`src/hdl/urt_pkg.sv`:
```
// ----------------------------------------------------------------------------
// Ultrasonic range timer package
// Shared widths, constants and status types for the range timer pipeline.
// ----------------------------------------------------------------------------
package urt_pkg;

    // Field widths fixed by the register map and the result format.
    localparam int PERIOD_CFG_W = 24;
    localparam int HALF_CFG_W   = 8;
    localparam int PULSE_CFG_W  = 4;
    localparam int CFG_DATA_W   = 24;
    localparam int CFG_ADDR_W   = 2;
    localparam int DIST_W       = 14;
    localparam int DIGIT_W      = 4;

    // Configuration register indexes.
    localparam logic [CFG_ADDR_W-1:0] CFG_MEASURE_PERIOD    = 2'd0;
    localparam logic [CFG_ADDR_W-1:0] CFG_BURST_HALF_PERIOD = 2'd1;
    localparam logic [CFG_ADDR_W-1:0] CFG_BURST_PULSES      = 2'd2;

    // Configuration reset values.
    localparam logic [PERIOD_CFG_W-1:0] MEASURE_PERIOD_RST    = 24'd184320;
    localparam logic [HALF_CFG_W-1:0]   BURST_HALF_PERIOD_RST = 8'd12;
    localparam logic [PULSE_CFG_W-1:0]  BURST_PULSES_RST      = 4'd8;

    // Distance scaling: distance = floor(count * 17 / 1000).
    localparam int SCALE_NUM_SHIFT = 4;     // 17 = 16 + 1
    localparam int SCALE_DEN       = 1000;

    // Special distance values.
    localparam logic [DIST_W-1:0] NO_ECHO_DIST   = 14'd9999;
    localparam logic [DIST_W-1:0] MAX_VALID_DIST = 14'd9998;

    // Reciprocals for splitting a 14-bit distance into decimal digits.
    localparam logic [15:0] RECIP_10    = 16'd52429;   // 2^19 / 10, rounded up
    localparam int          SHIFT_10    = 19;
    localparam logic [14:0] RECIP_100   = 15'd20972;   // 2^21 / 100, rounded up
    localparam int          SHIFT_100   = 21;
    localparam logic [14:0] RECIP_1000  = 15'd16778;   // 2^24 / 1000, rounded up
    localparam int          SHIFT_1000  = 24;

    // Status of one tick as it leaves the control stage.
    typedef struct packed {
        logic tx_drive;
        logic busy_res;
        logic result_ready;
        logic timeout;
    } urt_flags_t;

    // Status of one tick once the held result has been updated.
    typedef struct packed {
        logic tx_drive;
        logic busy_res;
        logic result_ready;
        logic no_echo;
    } urt_status_t;

endpackage

```
`src/hdl/urt_ctrl.sv`:
```
// ----------------------------------------------------------------------------
// Range timer control stage
// Holds the configuration registers, the period counter and the burst and
// listen sequencer. One tick is taken per transfer and its status is
// registered for the distance stages.
// ----------------------------------------------------------------------------
module urt_ctrl
    import urt_pkg::*;
#(
    parameter int ECHO_COUNT_BITS = 16,
    parameter int PERIOD_BITS     = 24
) (
    input  logic                      aclk,
    input  logic                      aresetn,
    input  logic                      cfg_we,
    input  logic [CFG_ADDR_W-1:0]     cfg_addr,
    input  logic [CFG_DATA_W-1:0]     cfg_wdata,
    input  logic                      in_valid,
    output logic                      in_ready,
    input  logic                      echo_level,
    output logic                      out_valid,
    input  logic                      out_ready,
    output urt_flags_t                out_flags,
    output logic [ECHO_COUNT_BITS+SCALE_NUM_SHIFT:0] out_scaled
);

    localparam int YW = ECHO_COUNT_BITS + SCALE_NUM_SHIFT + 1;
    localparam int CW = (PERIOD_BITS + 1 > PERIOD_CFG_W) ? PERIOD_BITS + 1 : PERIOD_CFG_W;

    localparam logic [1:0] PH_IDLE   = 2'd0;
    localparam logic [1:0] PH_BURST  = 2'd1;
    localparam logic [1:0] PH_LISTEN = 2'd2;

    // Configuration registers
    logic [PERIOD_CFG_W-1:0] measure_period_reg;
    logic [HALF_CFG_W-1:0]   burst_half_period_reg;
    logic [PULSE_CFG_W-1:0]  burst_pulses_reg;

    // Sequencer state
    logic [1:0]                 phase_reg, phase_next;
    logic [PERIOD_BITS-1:0]     period_count_reg, period_count_next;
    logic                       request_pending_reg, request_pending_next;
    logic [HALF_CFG_W-1:0]      half_count_reg, half_count_next;
    logic [PULSE_CFG_W-1:0]     pulse_count_reg, pulse_count_next;
    logic                       tx_level_reg, tx_level_next;
    logic [ECHO_COUNT_BITS-1:0] echo_count_reg, echo_count_next;

    // Output stage
    logic          p1_valid_reg;
    urt_flags_t    p1_flags_reg;
    logic [YW-1:0] p1_scaled_reg;

    logic                   accept;
    logic [CW-1:0]          period_inc;
    logic                   period_wrap;
    logic [HALF_CFG_W-1:0]  half_limit;
    logic [PULSE_CFG_W-1:0] pulse_limit;
    logic [PULSE_CFG_W-1:0] pulse_inc;
    logic [YW-1:0]          scaled_count;
    logic                   ready_now;
    logic                   timeout_now;

    assign in_ready = !p1_valid_reg || out_ready;
    assign accept   = in_valid && in_ready;

    // Period counter wrap test; a zero period behaves as one.
    assign period_inc  = CW'(period_count_reg) + CW'(1);
    assign period_wrap = (&period_count_reg) || (period_inc >= CW'(measure_period_reg));

    assign half_limit  = (burst_half_period_reg == '0) ? HALF_CFG_W'(1) : burst_half_period_reg;
    assign pulse_limit = (burst_pulses_reg == '0) ? PULSE_CFG_W'(1) : burst_pulses_reg;
    assign pulse_inc   = pulse_count_reg + PULSE_CFG_W'(1);

    // count * 17 by shift and add, ready for the divide by 1000.
    assign scaled_count = (YW'(echo_count_reg) << SCALE_NUM_SHIFT) + YW'(echo_count_reg);

    // Next state for one tick.
    always_comb begin
        phase_next           = phase_reg;
        period_count_next    = period_count_reg;
        request_pending_next = request_pending_reg;
        half_count_next      = half_count_reg;
        pulse_count_next     = pulse_count_reg;
        tx_level_next        = tx_level_reg;
        echo_count_next      = echo_count_reg;
        ready_now            = 1'b0;
        timeout_now          = 1'b0;

        if (period_wrap) begin
            period_count_next    = '0;
            request_pending_next = 1'b1;
        end else begin
            period_count_next = period_inc[PERIOD_BITS-1:0];
        end

        unique case (phase_reg)
            PH_BURST: begin
                if (half_count_reg >= half_limit) begin
                    half_count_next = HALF_CFG_W'(1);
                    if (tx_level_reg) begin
                        tx_level_next = 1'b0;
                    end else begin
                        pulse_count_next = pulse_inc;
                        if (pulse_inc >= pulse_limit) begin
                            phase_next      = PH_LISTEN;
                            echo_count_next = '0;
                            half_count_next = '0;
                        end else begin
                            tx_level_next = 1'b1;
                        end
                    end
                end else begin
                    half_count_next = half_count_reg + HALF_CFG_W'(1);
                end
            end
            PH_LISTEN: begin
                if (!echo_level) begin
                    ready_now  = 1'b1;
                    phase_next = PH_IDLE;
                end else if (&echo_count_reg) begin
                    echo_count_next = '0;
                    ready_now       = 1'b1;
                    timeout_now     = 1'b1;
                    phase_next      = PH_IDLE;
                end else begin
                    echo_count_next = echo_count_reg + ECHO_COUNT_BITS'(1);
                end
            end
            default: begin
                // Idle and the unused code both wait for a request.
                phase_next = PH_IDLE;
                if (request_pending_next) begin
                    request_pending_next = 1'b0;
                    phase_next           = PH_BURST;
                    tx_level_next        = 1'b1;
                    half_count_next      = HALF_CFG_W'(1);
                    pulse_count_next     = '0;
                end
            end
        endcase
    end

    // Configuration writes.
    always_ff @(posedge aclk) begin
        if (!aresetn) begin
            measure_period_reg    <= MEASURE_PERIOD_RST;
            burst_half_period_reg <= BURST_HALF_PERIOD_RST;
            burst_pulses_reg      <= BURST_PULSES_RST;
        end else if (cfg_we) begin
            unique case (cfg_addr)
                CFG_MEASURE_PERIOD:    measure_period_reg    <= cfg_wdata;
                CFG_BURST_HALF_PERIOD: burst_half_period_reg <= cfg_wdata[HALF_CFG_W-1:0];
                CFG_BURST_PULSES:      burst_pulses_reg      <= cfg_wdata[PULSE_CFG_W-1:0];
                default: ;
            endcase
        end
    end

    // Sequencer state advances once per accepted tick.
    always_ff @(posedge aclk) begin
        if (!aresetn) begin
            phase_reg           <= PH_IDLE;
            period_count_reg    <= '0;
            request_pending_reg <= 1'b0;
            half_count_reg      <= '0;
            pulse_count_reg     <= '0;
            tx_level_reg        <= 1'b0;
            echo_count_reg      <= '0;
        end else if (accept) begin
            phase_reg           <= phase_next;
            period_count_reg    <= period_count_next;
            request_pending_reg <= request_pending_next;
            half_count_reg      <= half_count_next;
            pulse_count_reg     <= pulse_count_next;
            tx_level_reg        <= tx_level_next;
            echo_count_reg      <= echo_count_next;
        end
    end

    // Registered tick status toward the distance stages.
    always_ff @(posedge aclk) begin
        if (!aresetn) begin
            p1_valid_reg <= 1'b0;
        end else if (in_ready) begin
            p1_valid_reg <= in_valid;
        end
    end

    always_ff @(posedge aclk) begin
        if (accept) begin
            p1_flags_reg.tx_drive     <= tx_level_next;
            p1_flags_reg.busy_res     <= (phase_next != PH_IDLE);
            p1_flags_reg.result_ready <= ready_now;
            p1_flags_reg.timeout      <= timeout_now;
            p1_scaled_reg             <= scaled_count;
        end
    end

    assign out_valid  = p1_valid_reg;
    assign out_flags  = p1_flags_reg;
    assign out_scaled = p1_scaled_reg;

    // The transmitter is driven only during a burst.
    a_tx_only_in_burst: assert property (@(posedge aclk) disable iff (!aresetn)
        (phase_reg != PH_BURST) |-> !tx_level_reg)
        else $error("transmitter high outside a burst");

    // Within a burst the half counter never rests at zero.
    a_half_count_live: assert property (@(posedge aclk) disable iff (!aresetn)
        (phase_reg == PH_BURST) |-> (half_count_reg != '0))
        else $error("half counter zero during a burst");

endmodule

```
`src/hdl/urt_dist.sv`:
```
// ----------------------------------------------------------------------------
// Range timer distance stages
// Divides the scaled echo count by 1000 with a reciprocal multiply and a
// remainder correction, and holds the latest distance and no-echo flag.
// ----------------------------------------------------------------------------
module urt_dist
    import urt_pkg::*;
#(
    parameter int ECHO_COUNT_BITS = 16
) (
    input  logic                      aclk,
    input  logic                      aresetn,
    input  logic                      in_valid,
    output logic                      in_ready,
    input  urt_flags_t                in_flags,
    input  logic [ECHO_COUNT_BITS+SCALE_NUM_SHIFT:0] in_scaled,
    output logic                      out_valid,
    input  logic                      out_ready,
    output urt_status_t               out_status,
    output logic [DIST_W-1:0]         out_dist
);

    localparam int YW = ECHO_COUNT_BITS + SCALE_NUM_SHIFT + 1;
    localparam int QW = YW - 9;
    localparam int DW = (QW > DIST_W) ? QW : DIST_W;
    localparam longint unsigned RECIP = (64'd1 << YW) / SCALE_DEN;

    logic s2_load, s3_load;

    // Stage 2: quotient estimate, at most one below the true quotient.
    logic          s2_valid_reg;
    urt_flags_t    s2_flags_reg;
    logic [YW-1:0] s2_scaled_reg;
    logic [QW-1:0] s2_qest_reg;
    logic [YW+QW-1:0] product;

    // Stage 3: corrected distance and the held result.
    logic               s3_valid_reg;
    urt_flags_t         s3_flags_reg;
    logic [DIST_W-1:0]  held_dist_reg;
    logic               held_ne_reg;

    logic [YW-1:0] remainder;
    logic [QW-1:0] quotient;
    logic [DW-1:0] quotient_ext;
    logic [DIST_W-1:0] dist_new;

    assign s3_load  = !s3_valid_reg || out_ready;
    assign s2_load  = !s2_valid_reg || s3_load;
    assign in_ready = s2_load;

    assign product = (YW+QW)'(in_scaled) * (YW+QW)'(RECIP);

    always_ff @(posedge aclk) begin
        if (!aresetn) begin
            s2_valid_reg <= 1'b0;
        end else if (s2_load) begin
            s2_valid_reg <= in_valid;
        end
    end

    always_ff @(posedge aclk) begin
        if (s2_load && in_valid) begin
            s2_flags_reg  <= in_flags;
            s2_scaled_reg <= in_scaled;
            s2_qest_reg   <= product[YW+QW-1:YW];
        end
    end

    // Remainder check fixes the estimate, then saturate or mark no echo.
    assign remainder    = s2_scaled_reg - YW'(s2_qest_reg) * YW'(SCALE_DEN);
    assign quotient     = s2_qest_reg + QW'(remainder >= YW'(SCALE_DEN));
    assign quotient_ext = DW'(quotient);

    always_comb begin
        priority if (s2_flags_reg.timeout) begin
            dist_new = NO_ECHO_DIST;
        end else if (quotient_ext > DW'(MAX_VALID_DIST)) begin
            dist_new = MAX_VALID_DIST;
        end else begin
            dist_new = quotient_ext[DIST_W-1:0];
        end
    end

    always_ff @(posedge aclk) begin
        if (!aresetn) begin
            s3_valid_reg  <= 1'b0;
            held_dist_reg <= '0;
            held_ne_reg   <= 1'b0;
        end else if (s3_load) begin
            s3_valid_reg <= s2_valid_reg;
            if (s2_valid_reg && s2_flags_reg.result_ready) begin
                held_dist_reg <= dist_new;
                held_ne_reg   <= s2_flags_reg.timeout;
            end
        end
    end

    always_ff @(posedge aclk) begin
        if (s3_load && s2_valid_reg) begin
            s3_flags_reg <= s2_flags_reg;
        end
    end

    assign out_valid               = s3_valid_reg;
    assign out_status.tx_drive     = s3_flags_reg.tx_drive;
    assign out_status.busy_res     = s3_flags_reg.busy_res;
    assign out_status.result_ready = s3_flags_reg.result_ready;
    assign out_status.no_echo      = held_ne_reg;
    assign out_dist                = held_dist_reg;

    // A held no-echo result always carries the no-echo distance.
    a_no_echo_dist: assert property (@(posedge aclk) disable iff (!aresetn)
        held_ne_reg |-> (held_dist_reg == NO_ECHO_DIST))
        else $error("no-echo flag held with a measured distance");

endmodule

```
`src/hdl/urt_digits.sv`:
```
// ----------------------------------------------------------------------------
// Range timer digit stages
// Splits the held distance into hundreds, tens and ones digits with
// reciprocal multiplies and drives the registered result channel.
// ----------------------------------------------------------------------------
module urt_digits
    import urt_pkg::*;
(
    input  logic                aclk,
    input  logic                aresetn,
    input  logic                in_valid,
    output logic                in_ready,
    input  urt_status_t         in_status,
    input  logic [DIST_W-1:0]   in_dist,
    output logic                out_valid,
    input  logic                out_ready,
    output urt_status_t         out_status,
    output logic [DIST_W-1:0]   out_dist,
    output logic [DIGIT_W-1:0]  out_hundreds,
    output logic [DIGIT_W-1:0]  out_tens,
    output logic [DIGIT_W-1:0]  out_ones
);

    logic s4_load, s5_load;

    // Stage 4: quotients by 10, 100 and 1000.
    logic              s4_valid_reg;
    urt_status_t       s4_status_reg;
    logic [DIST_W-1:0] s4_dist_reg;
    logic [10:0]       s4_q10_reg;
    logic [7:0]        s4_q100_reg;
    logic [4:0]        s4_q1000_reg;

    logic [29:0] prod10;
    logic [28:0] prod100;
    logic [28:0] prod1000;

    // Stage 5: result register.
    logic               s5_valid_reg;
    urt_status_t        s5_status_reg;
    logic [DIST_W-1:0]  s5_dist_reg;
    logic [DIGIT_W-1:0] s5_hundreds_reg;
    logic [DIGIT_W-1:0] s5_tens_reg;
    logic [DIGIT_W-1:0] s5_ones_reg;

    logic [DIST_W-1:0] ones_diff;
    logic [10:0]       tens_diff;
    logic [7:0]        hundreds_diff;

    assign s5_load  = !s5_valid_reg || out_ready;
    assign s4_load  = !s4_valid_reg || s5_load;
    assign in_ready = s4_load;

    assign prod10   = 30'(in_dist) * 30'(RECIP_10);
    assign prod100  = 29'(in_dist) * 29'(RECIP_100);
    assign prod1000 = 29'(in_dist) * 29'(RECIP_1000);

    always_ff @(posedge aclk) begin
        if (!aresetn) begin
            s4_valid_reg <= 1'b0;
        end else if (s4_load) begin
            s4_valid_reg <= in_valid;
        end
    end

    always_ff @(posedge aclk) begin
        if (s4_load && in_valid) begin
            s4_status_reg <= in_status;
            s4_dist_reg   <= in_dist;
            s4_q10_reg    <= prod10[29:SHIFT_10];
            s4_q100_reg   <= prod100[28:SHIFT_100];
            s4_q1000_reg  <= prod1000[28:SHIFT_1000];
        end
    end

    // Each digit is a quotient less ten times the next quotient.
    assign ones_diff     = s4_dist_reg - DIST_W'(s4_q10_reg) * DIST_W'(10);
    assign tens_diff     = s4_q10_reg - 11'(s4_q100_reg) * 11'(10);
    assign hundreds_diff = s4_q100_reg - 8'(s4_q1000_reg) * 8'(10);

    always_ff @(posedge aclk) begin
        if (!aresetn) begin
            s5_valid_reg <= 1'b0;
        end else if (s5_load) begin
            s5_valid_reg <= s4_valid_reg;
        end
    end

    always_ff @(posedge aclk) begin
        if (s5_load && s4_valid_reg) begin
            s5_status_reg   <= s4_status_reg;
            s5_dist_reg     <= s4_dist_reg;
            s5_hundreds_reg <= hundreds_diff[DIGIT_W-1:0];
            s5_tens_reg     <= tens_diff[DIGIT_W-1:0];
            s5_ones_reg     <= ones_diff[DIGIT_W-1:0];
        end
    end

    assign out_valid    = s5_valid_reg;
    assign out_status   = s5_status_reg;
    assign out_dist     = s5_dist_reg;
    assign out_hundreds = s5_hundreds_reg;
    assign out_tens     = s5_tens_reg;
    assign out_ones     = s5_ones_reg;

    // Every digit on the result channel is a decimal digit.
    a_digits_decimal: assert property (@(posedge aclk) disable iff (!aresetn)
        s5_valid_reg |-> (s5_hundreds_reg < 4'd10 && s5_tens_reg < 4'd10 &&
                          s5_ones_reg < 4'd10))
        else $error("digit out of decimal range");

endmodule

```
`src/hdl/ultrasonic_range_timer.sv`:
```
// A tick goes through the control, estimate, held-result, quotient and result registers.
// Throughput: one tick per cycle; the control stage takes a tick every cycle
// the result pipeline has room, stalling only when all five stages are full.
// Reset clears the sequencer, the counters, the held distance and the
// pipeline, and loads the configuration registers with their defaults.
// ----------------------------------------------------------------------------
// Ultrasonic range timer
// Burst transmitter and echo timer with a latched distance in centimeters
// and its decimal digits, one result per timer tick.
// ----------------------------------------------------------------------------
module ultrasonic_range_timer
    import urt_pkg::*;
#(
    parameter int ECHO_COUNT_BITS = 16,
    parameter int PERIOD_BITS     = 24
) (
    input  logic                  aclk,
    input  logic                  aresetn,
    // Configuration write port
    input  logic                  cfg_we,
    input  logic [CFG_ADDR_W-1:0] cfg_addr,
    input  logic [CFG_DATA_W-1:0] cfg_wdata,
    // Tick input channel
    input  logic                  s_tvalid,
    output logic                  s_tready,
    input  logic [7:0]            s_tdata,   // [0] echo_level
    // Result channel
    output logic                  m_tvalid,
    input  logic                  m_tready,
    // [0] tx_drive, [1] busy_res, [2] result_ready, [16:3] distance_cm,
    // [20:17] digit_hundreds, [24:21] digit_tens, [28:25] digit_ones
    output logic [31:0]           m_tdata,
    output logic                  m_tuser    // [0] no_echo
);

    localparam int YW = ECHO_COUNT_BITS + SCALE_NUM_SHIFT + 1;

    logic          c2d_valid, c2d_ready;
    urt_flags_t    c2d_flags;
    logic [YW-1:0] c2d_scaled;

    logic              d2g_valid, d2g_ready;
    urt_status_t       d2g_status;
    logic [DIST_W-1:0] d2g_dist;

    urt_status_t        res_status;
    logic [DIST_W-1:0]  res_dist;
    logic [DIGIT_W-1:0] res_hundreds;
    logic [DIGIT_W-1:0] res_tens;
    logic [DIGIT_W-1:0] res_ones;

    // Sequencer and tick capture
    urt_ctrl #(
        .ECHO_COUNT_BITS (ECHO_COUNT_BITS),
        .PERIOD_BITS     (PERIOD_BITS)
    ) u_ctrl (
        .aclk       (aclk),
        .aresetn    (aresetn),
        .cfg_we     (cfg_we),
        .cfg_addr   (cfg_addr),
        .cfg_wdata  (cfg_wdata),
        .in_valid   (s_tvalid),
        .in_ready   (s_tready),
        .echo_level (s_tdata[0]),
        .out_valid  (c2d_valid),
        .out_ready  (c2d_ready),
        .out_flags  (c2d_flags),
        .out_scaled (c2d_scaled)
    );

    // Distance division and held result
    urt_dist #(
        .ECHO_COUNT_BITS (ECHO_COUNT_BITS)
    ) u_dist (
        .aclk       (aclk),
        .aresetn    (aresetn),
        .in_valid   (c2d_valid),
        .in_ready   (c2d_ready),
        .in_flags   (c2d_flags),
        .in_scaled  (c2d_scaled),
        .out_valid  (d2g_valid),
        .out_ready  (d2g_ready),
        .out_status (d2g_status),
        .out_dist   (d2g_dist)
    );

    // Decimal digits and result register
    urt_digits u_digits (
        .aclk         (aclk),
        .aresetn      (aresetn),
        .in_valid     (d2g_valid),
        .in_ready     (d2g_ready),
        .in_status    (d2g_status),
        .in_dist      (d2g_dist),
        .out_valid    (m_tvalid),
        .out_ready    (m_tready),
        .out_status   (res_status),
        .out_dist     (res_dist),
        .out_hundreds (res_hundreds),
        .out_tens     (res_tens),
        .out_ones     (res_ones)
    );

    // Result packing, highest field first.
    assign m_tdata = {3'b000, res_ones, res_tens, res_hundreds, res_dist,
                      res_status.result_ready, res_status.busy_res, res_status.tx_drive};
    assign m_tuser = res_status.no_echo;

endmodule
```
`config.mk`:
```
export PLATFORM = sky130hd
export DESIGN_NAME = ultrasonic_range_timer
export DESIGN_NICKNAME = d
export VERILOG_FILES = /design/src/hdl/urt_pkg.sv /design/src/hdl/urt_ctrl.sv /design/src/hdl/urt_dist.sv /design/src/hdl/urt_digits.sv /design/src/hdl/ultrasonic_range_timer.sv
export SDC_FILE = /design/constraint.sdc
export NUM_CORES = 1
export LEC_CHECK = 0
export CAP_MARGIN = 10
export CORE_UTILIZATION = 45
export CTS_CLUSTER_DIAMETER = 80
export DETAILED_ROUTE_END_ITERATION = 7
export DONT_BUFFER_PORTS = 1
export HOLD_SLACK_MARGIN = 0.1
export SKIP_CTS_REPAIR_TIMING = 1
export SLEW_MARGIN = 5
export SYNTH_ARGS = -nofsm -noshare
export SYNTH_HDL_FRONTEND = slang
export SYNTH_HIERARCHICAL = 1
export SYNTH_SLANG_ARGS = --single-unit
export TNS_END_PERCENT = 100
```
`constraint.sdc`:
```
create_clock -name aclk -period 7.9 [get_ports aclk]
set_input_delay 1.975 -clock aclk [delete_from_list [all_inputs] [get_ports aclk]]
set_output_delay 1.975 -clock aclk [all_outputs]
set_load 0.005 [all_outputs]
```
==> results_dict.tcl, run 1 <==
set metrics [dict create \
    cts_tree "yes" \
    status "complete, no violations" \
    grt_max_degree 65 \
    clock-skew-final_ps 32.7 \
    io_buffers 0 \
    dr.first_iter.drc_count 693 \
    h-tree-depth 1 \
    diodes 0 \
    synthArstFlopShare_pct 0 \
    ant_nets 0 \
    cts_sinks 230 \
    synth_top_family_by_area "adder cells" \
    multi_input_area_mm2 0.0159 \
    drive_above_1_share_pct 4.03 \
    nets 3126 \
    min_to "u_digits/out_dist[13]" \
    total_power_mw 4.81 \
    first_pass_iters 5 \
    cp-start-kind "flip-flop" \
    instances_no_fill 3137 \
    placed_cell_area_mm2 0.0246 \
    grt_pass1_vias 17000 \
    dp.final_hpwl_um 41000 \
    die_area_mm2 0.0539 \
    synth_mux_area_share_pct 0.588 \
    hp-class "flip-flop to flip-flop" \
    antenna_found_initial 0 \
    cap_violations 0 \
    tightest_slew_ps 1200 \
    synth_top_area_share_pct 23.5 \
    syn_inst 2437 \
    end_kind "flip-flop" \
    synthSimpleGateAreaFrac_pct 10.2 \
    synth_edf_count 120 \
    initial_core_util_pct 46.0 \
    grt.overflow.total 0 \
    min-delay-start "u_digits/s4_dist_reg[13]" \
    crit_path_start "u_dist/s2_qest_reg[6]" \
    n_fill_cell 4744 \
    cpPeakStageDelay_ps 540 \
    place_ws_ps 565 \
    yosys-top-cells-area "ha_1 24%, fa_1 17%, edfxtp_1 15%, dfxtp_1 9.2%, inv_1 8.2%" \
    synth_ff_type "edfxtp_1" \
    synth_cell_type_count 86 \
    num_rows 83 \
    clk_pin_slew_ps 60 \
    totalWireLength_um 51100 \
    ys_warn_count 6 \
    cts_root_buf "clkbuf_16" \
    placed_cells 3085 \
    synth_area_leader_cell "ha_1" \
    finalSetupTns_ps 0 \
    slowest_stage "fa_1" \
    finalWorstSetupSlack_ps 485 \
    synth_xor_area_share_pct 4.23 \
    cp.required_ps 8370 \
    hold_viol 0 \
    die_w_um 232 \
    powerDensity_mw_per_mm2 189 \
    worstSetupPathType "flip-flop to flip-flop" \
    drt-wirelength-per-cell_um 16.3 \
    cp.arrival_ps 7880 \
    avgViaCountPerCell 5.26 \
    seq_area_mm2 0.00581 \
    core_mm2 0.0518 \
    rsz0062_at_grt "false" \
    crit-reg2reg-capture "u_dist/out_dist[6]" \
    drc 0 \
    syn_area_mm2 0.0238 \
    clockBufferDepth 3 \
    clock_latency_ps 580 \
    fmax_mhz 135 \
    vias 16500 \
    holdPathStages 0 \
    stdcell_area_mm2 0.0255 \
    die_h_um 232 \
    grt_first_pass_wirelength_um 85000 \
    synth_fa_ha_area_share_pct 40.7 \
    synth.ff_latch_count 230 \
    ios 74 \
    vdd_ir_drop_max_v 0.000256 \
    ff2ff_setup_slack_ps 490 \
    ff2ff_path_depth 31 \
    routabilityCongestion 0.887 \
    drv_slew 0 \
    cp_max_fo 4 \
    track_usage_pct 19.7 \
    cts_inserted_buffers 28 \
    r2r-start "u_dist/s2_qest_reg[6]" \
    syn_avg_cell_area_um2 9.77 \
    synth_compound_area_share_pct 10.8 \
    areaGrowthSynthToFinish_pct 6.99 \
    relSlewSlack_pct 19.9 \
    setup_viol 0 \
    synth-seq-area-share_pct 24.4 \
    period_share_pct 93.9 \
    power_leakage_nw 12.8 \
    fin_crit_ps 7410 \
]
==> placed cells by master, fill, tap and decap left out, types with 14 or more instances in the layout <==
cell       Yosys  layout
a21oi_1      108     108
fa_1         204     204
edfxtp_1     120     120
o21ai_0       59      59
and3_1        27      27
buf_4          7      14
xnor2_1       73      73
nor3_1        24      24
dfxtp_1      110     110
or4_1         16      16
ha_1         448     448
a21o_1        33      33
a211oi_1      17      17
nand4_1       27      27
mux2i_1       14      14
nand2b_1      15      15
nor2_1        88      88
clkbuf_16      0      28
nand2_1      147     147
o21a_1        15      15
nor2b_1       21      20
xor2_1        42      42
nand3_1       55      55
inv_1        520     520
==> metal layers <==
metal	vias up	routed length, µm	track usage [%]
met1	8002	23800	25.9
met2	243	24300	33.7
met3	79	1990	2.93
li1	8185	-	-
met5	-	0	0
met4	0	1060	4.69
==> per-stage QoR <==
stage / util [%] / hold slack [ps]
finish: 49.2 / 414
global route: 49.2 / 427
CTS: 49.2 / 417
detailed placement: 47.4 / 405
global placement: 47.4 / 403
floorplan: - / 400
==> synthesized netlist by cell type, types with 8 or more instances <==
cell type	n
a211o_1	9
a211oi_1	17
a21o_1	33
a21oi_1	108
a31oi_1	13
and2_1	8
and3_1	27
clkbuf_1	33
dfxtp_1	110
edfxtp_1	120
fa_1	204
ha_1	448
inv_1	520
mux2i_1	14
nand2_1	147
nand2b_1	15
nand3_1	55
nand4_1	27
nor2_1	88
nor2b_1	21
nor3_1	24
nor3b_1	8
nor4_1	12
o211ai_1	11
o21a_1	15
o21ai_0	59
o21bai_1	10
o31ai_1	13
or2_2	13
or4_1	16
xnor2_1	73
xor2_1	42
==> critical path: cells and delay by family (launching register included) <==
family                     cells  cell delay [ps]
adders and majority gates      8             3140
AOI/OAI and AO/OA             12             2380
and+or+nand+nor                5              580
DFF                            1              490
buffers and inverters          4              400
xor gates and xnor gates       2              310
==> cell type report <==
class,count,area share [%]
Timing Repair Buffer,14,0.412
Inverter,521,7.67
Clock buffer,36,2.91
Sequential cell,230,22.8
Tap cell,680,3.34
Multi-Input combinational cell,1640,62.2
Clock inverter,16,0.658
==> cell families after synthesis <==
group / count (synthesis)
multiplexers: 14
XOR/XNOR: 115
AO/OA/AOI/OAI: 371
adder cells (fa/ha/maj): 652
other: 2
AND/OR/NAND/NOR: 484
buffers and inverters: 569
flip-flops: 230
==> worst max path at each step <==
| stage | endpoint | cells past startpoint |
|---|---|---|
| final | u_dist/out_dist[6] | 31 |
| after global routing | u_dist/out_dist[6] | 31 |
| after global placement | u_dist/out_dist[6] | 31 |
| after detailed placement | u_dist/out_dist[6] | 31 |
| after floorplan | u_dist/out_dist[8] | 31 |
| after CTS | u_dist/out_dist[6] | 31 |
==> report_power, final <==
group          leakage, nW  switching (mW)  internal (mW)  total [mW]
Combinational         10.3            1.26          0.968        2.23
Clock                0.437           0.532          0.734        1.27
Sequential            2.05          0.0310           1.29        1.32
Total                 12.8            1.83           2.99        4.81
Power figures use the tool's default switching activity.
==> inputs of run 2 (changes only) <==
--- a/config.mk
+++ b/config.mk
@@ -6,11 +6,12 @@
 export NUM_CORES = 1
 export LEC_CHECK = 0
 export CAP_MARGIN = 10
-export CORE_UTILIZATION = 45
+export CORE_UTILIZATION = 51
 export CTS_CLUSTER_DIAMETER = 80
 export DETAILED_ROUTE_END_ITERATION = 7
 export DONT_BUFFER_PORTS = 1
 export HOLD_SLACK_MARGIN = 0.1
+export PLACE_DENSITY = 0.66
 export SKIP_CTS_REPAIR_TIMING = 1
 export SLEW_MARGIN = 5
 export SYNTH_ARGS = -nofsm -noshare
==> constraint.sdc (replaced) <==
create_clock -name aclk -period 7.9 [get_ports aclk]
set_input_delay 0.79 -clock aclk [delete_from_list [all_inputs] [get_ports aclk]]
set_output_delay 0.79 -clock aclk [all_outputs]
set_load 0.005 [all_outputs]
==> results_dict.tcl, run 2 (synthesis results as in run 1) <==
set metrics [dict create \
    final_util_pct 55.6 \
    slowest_stage "fa_1" \
    period_share_pct 95.0 \
    tightest_slew_ps 1050 \
    ios 74 \
    avgViaCountPerCell 5.39 \
    die_area_mm2 0.0476 \
    num_rows 78 \
    fmax_mhz 133 \
    cts_sinks 230 \
    cts_root_buf "clkbuf_16" \
    fin_crit_ps 7510 \
    die_h_um 218 \
    h-tree-depth 1 \
    placed_cells 3003 \
    cts_inserted_buffers 28 \
    dp.final_hpwl_um 40300 \
    multi_input_area_mm2 0.0159 \
    finalSetupTns_ps 0 \
    setup_viol 0 \
    layout_commonest_cell "inv_1" \
    clockBufferDepth 3 \
    powerDensity_mw_per_mm2 190 \
    drt-wirelength-per-cell_um 16.4 \
    cp.arrival_ps 7990 \
    ff2ff_setup_slack_ps 390 \
    grt_pass1_vias 16700 \
    dr.first_iter.drc_count 788 \
    final_cell_mix "520 x inv_1, 448 x ha_1, 204 x fa_1, 147 x nand2_1, 120 x edfxtp_1" \
    instances_no_fill 3056 \
    grt.overflow.total 0 \
    clock-skew-final_ps 48.6 \
    cp_max_fo 4 \
    status "complete, no violations" \
    ant_nets 0 \
    rsz0062_at_grt "false" \
    crit_family "adder cells" \
    first_pass_iters 5 \
    min-delay-start "aresetn" \
    die_w_um 218 \
    clock_latency_ps 600 \
    antenna_found_initial 0 \
    track_usage_pct 21.6 \
    crit_buf_inv 4 \
    hp-class "input pin to flip-flop" \
    vias 16500 \
    cts_tree "yes" \
    power_leakage_nw 12.8 \
    relSlewSlack_pct 30.1 \
    nets 3125 \
    cpPeakStageDelay_ps 560 \
    cp-start-kind "flip-flop" \
    drv_slew 0 \
    holdPathStages 1 \
    core_mm2 0.0457 \
    routabilityCongestion 0.887 \
    cp.required_ps 8380 \
    areaGrowthSynthToFinish_pct 6.61 \
    n_fill_cell 3973 \
    drive_above_1_share_pct 4.07 \
    place_ws_ps 516 \
    ff2ff_path_depth 31 \
    r2r-start "u_dist/s2_qest_reg[6]" \
    initial_core_util_pct 52.1 \
    seq_area_mm2 0.00581 \
    clk_pin_slew_ps 60 \
    io_buffers 0 \
    cp_num_cells 31 \
    vdd_ir_drop_max_v 0.000198 \
    worstSetupPathType "flip-flop to flip-flop" \
    crit_path_start "u_dist/s2_qest_reg[6]" \
    end_kind "flip-flop" \
    cap_violations 0 \
    drc 0 \
    grt_max_degree 62 \
    hold_viol 0 \
    grt_first_pass_wirelength_um 82900 \
    diodes 0 \
    finalWorstSetupSlack_ps 393 \
    totalWireLength_um 50100 \
]
==> run 2: final cells by class <==
cell class | instances | area share, %
multi-input cells | 1640 | 62.4
clock inverters | 15 | 0.646
repair buffers | 13 | 0.414
inverters | 521 | 7.70
clock buffers | 37 | 2.97
flip-flops and latches | 230 | 22.9
well taps | 600 | 2.96
==> run 2: stage by stage <==
stage	hold slack (ps)	area (µm²)	power (mW)
CTS	223	25400	4.86
global route	228	25400	5.18
detailed placement	406	24500	3.55
finish	264	25400	4.82
floorplan	400	23800	3.12
global placement	401	24500	3.49
==> run 2: worst paths after layout <==
| check | endpoint |
|---|---|
| setup / recovery | u_dist/out_dist[6] |
| hold / removal | u_ctrl/burst_pulses_reg[3] |
| setup reg to reg | u_dist/out_dist[6] |
| hold reg to reg | u_digits/out_dist[11] |
==> run 2: where the power goes <==
group | switching, mW | internal (mW)
logic | 1.26 | 0.970
registers | 0.0303 | 1.29
clock network | 0.525 | 0.744
total | 1.82 | 3.00
==> run 2: layer usage <==
metal	GRT usage [%]	routed length [µm]	vias up
li1	-	-	8185
met1	28.1	22800	7977
met2	37.9	24600	266
met3	3.10	1940	56
met4	4.52	877	0
met5	0	0	-
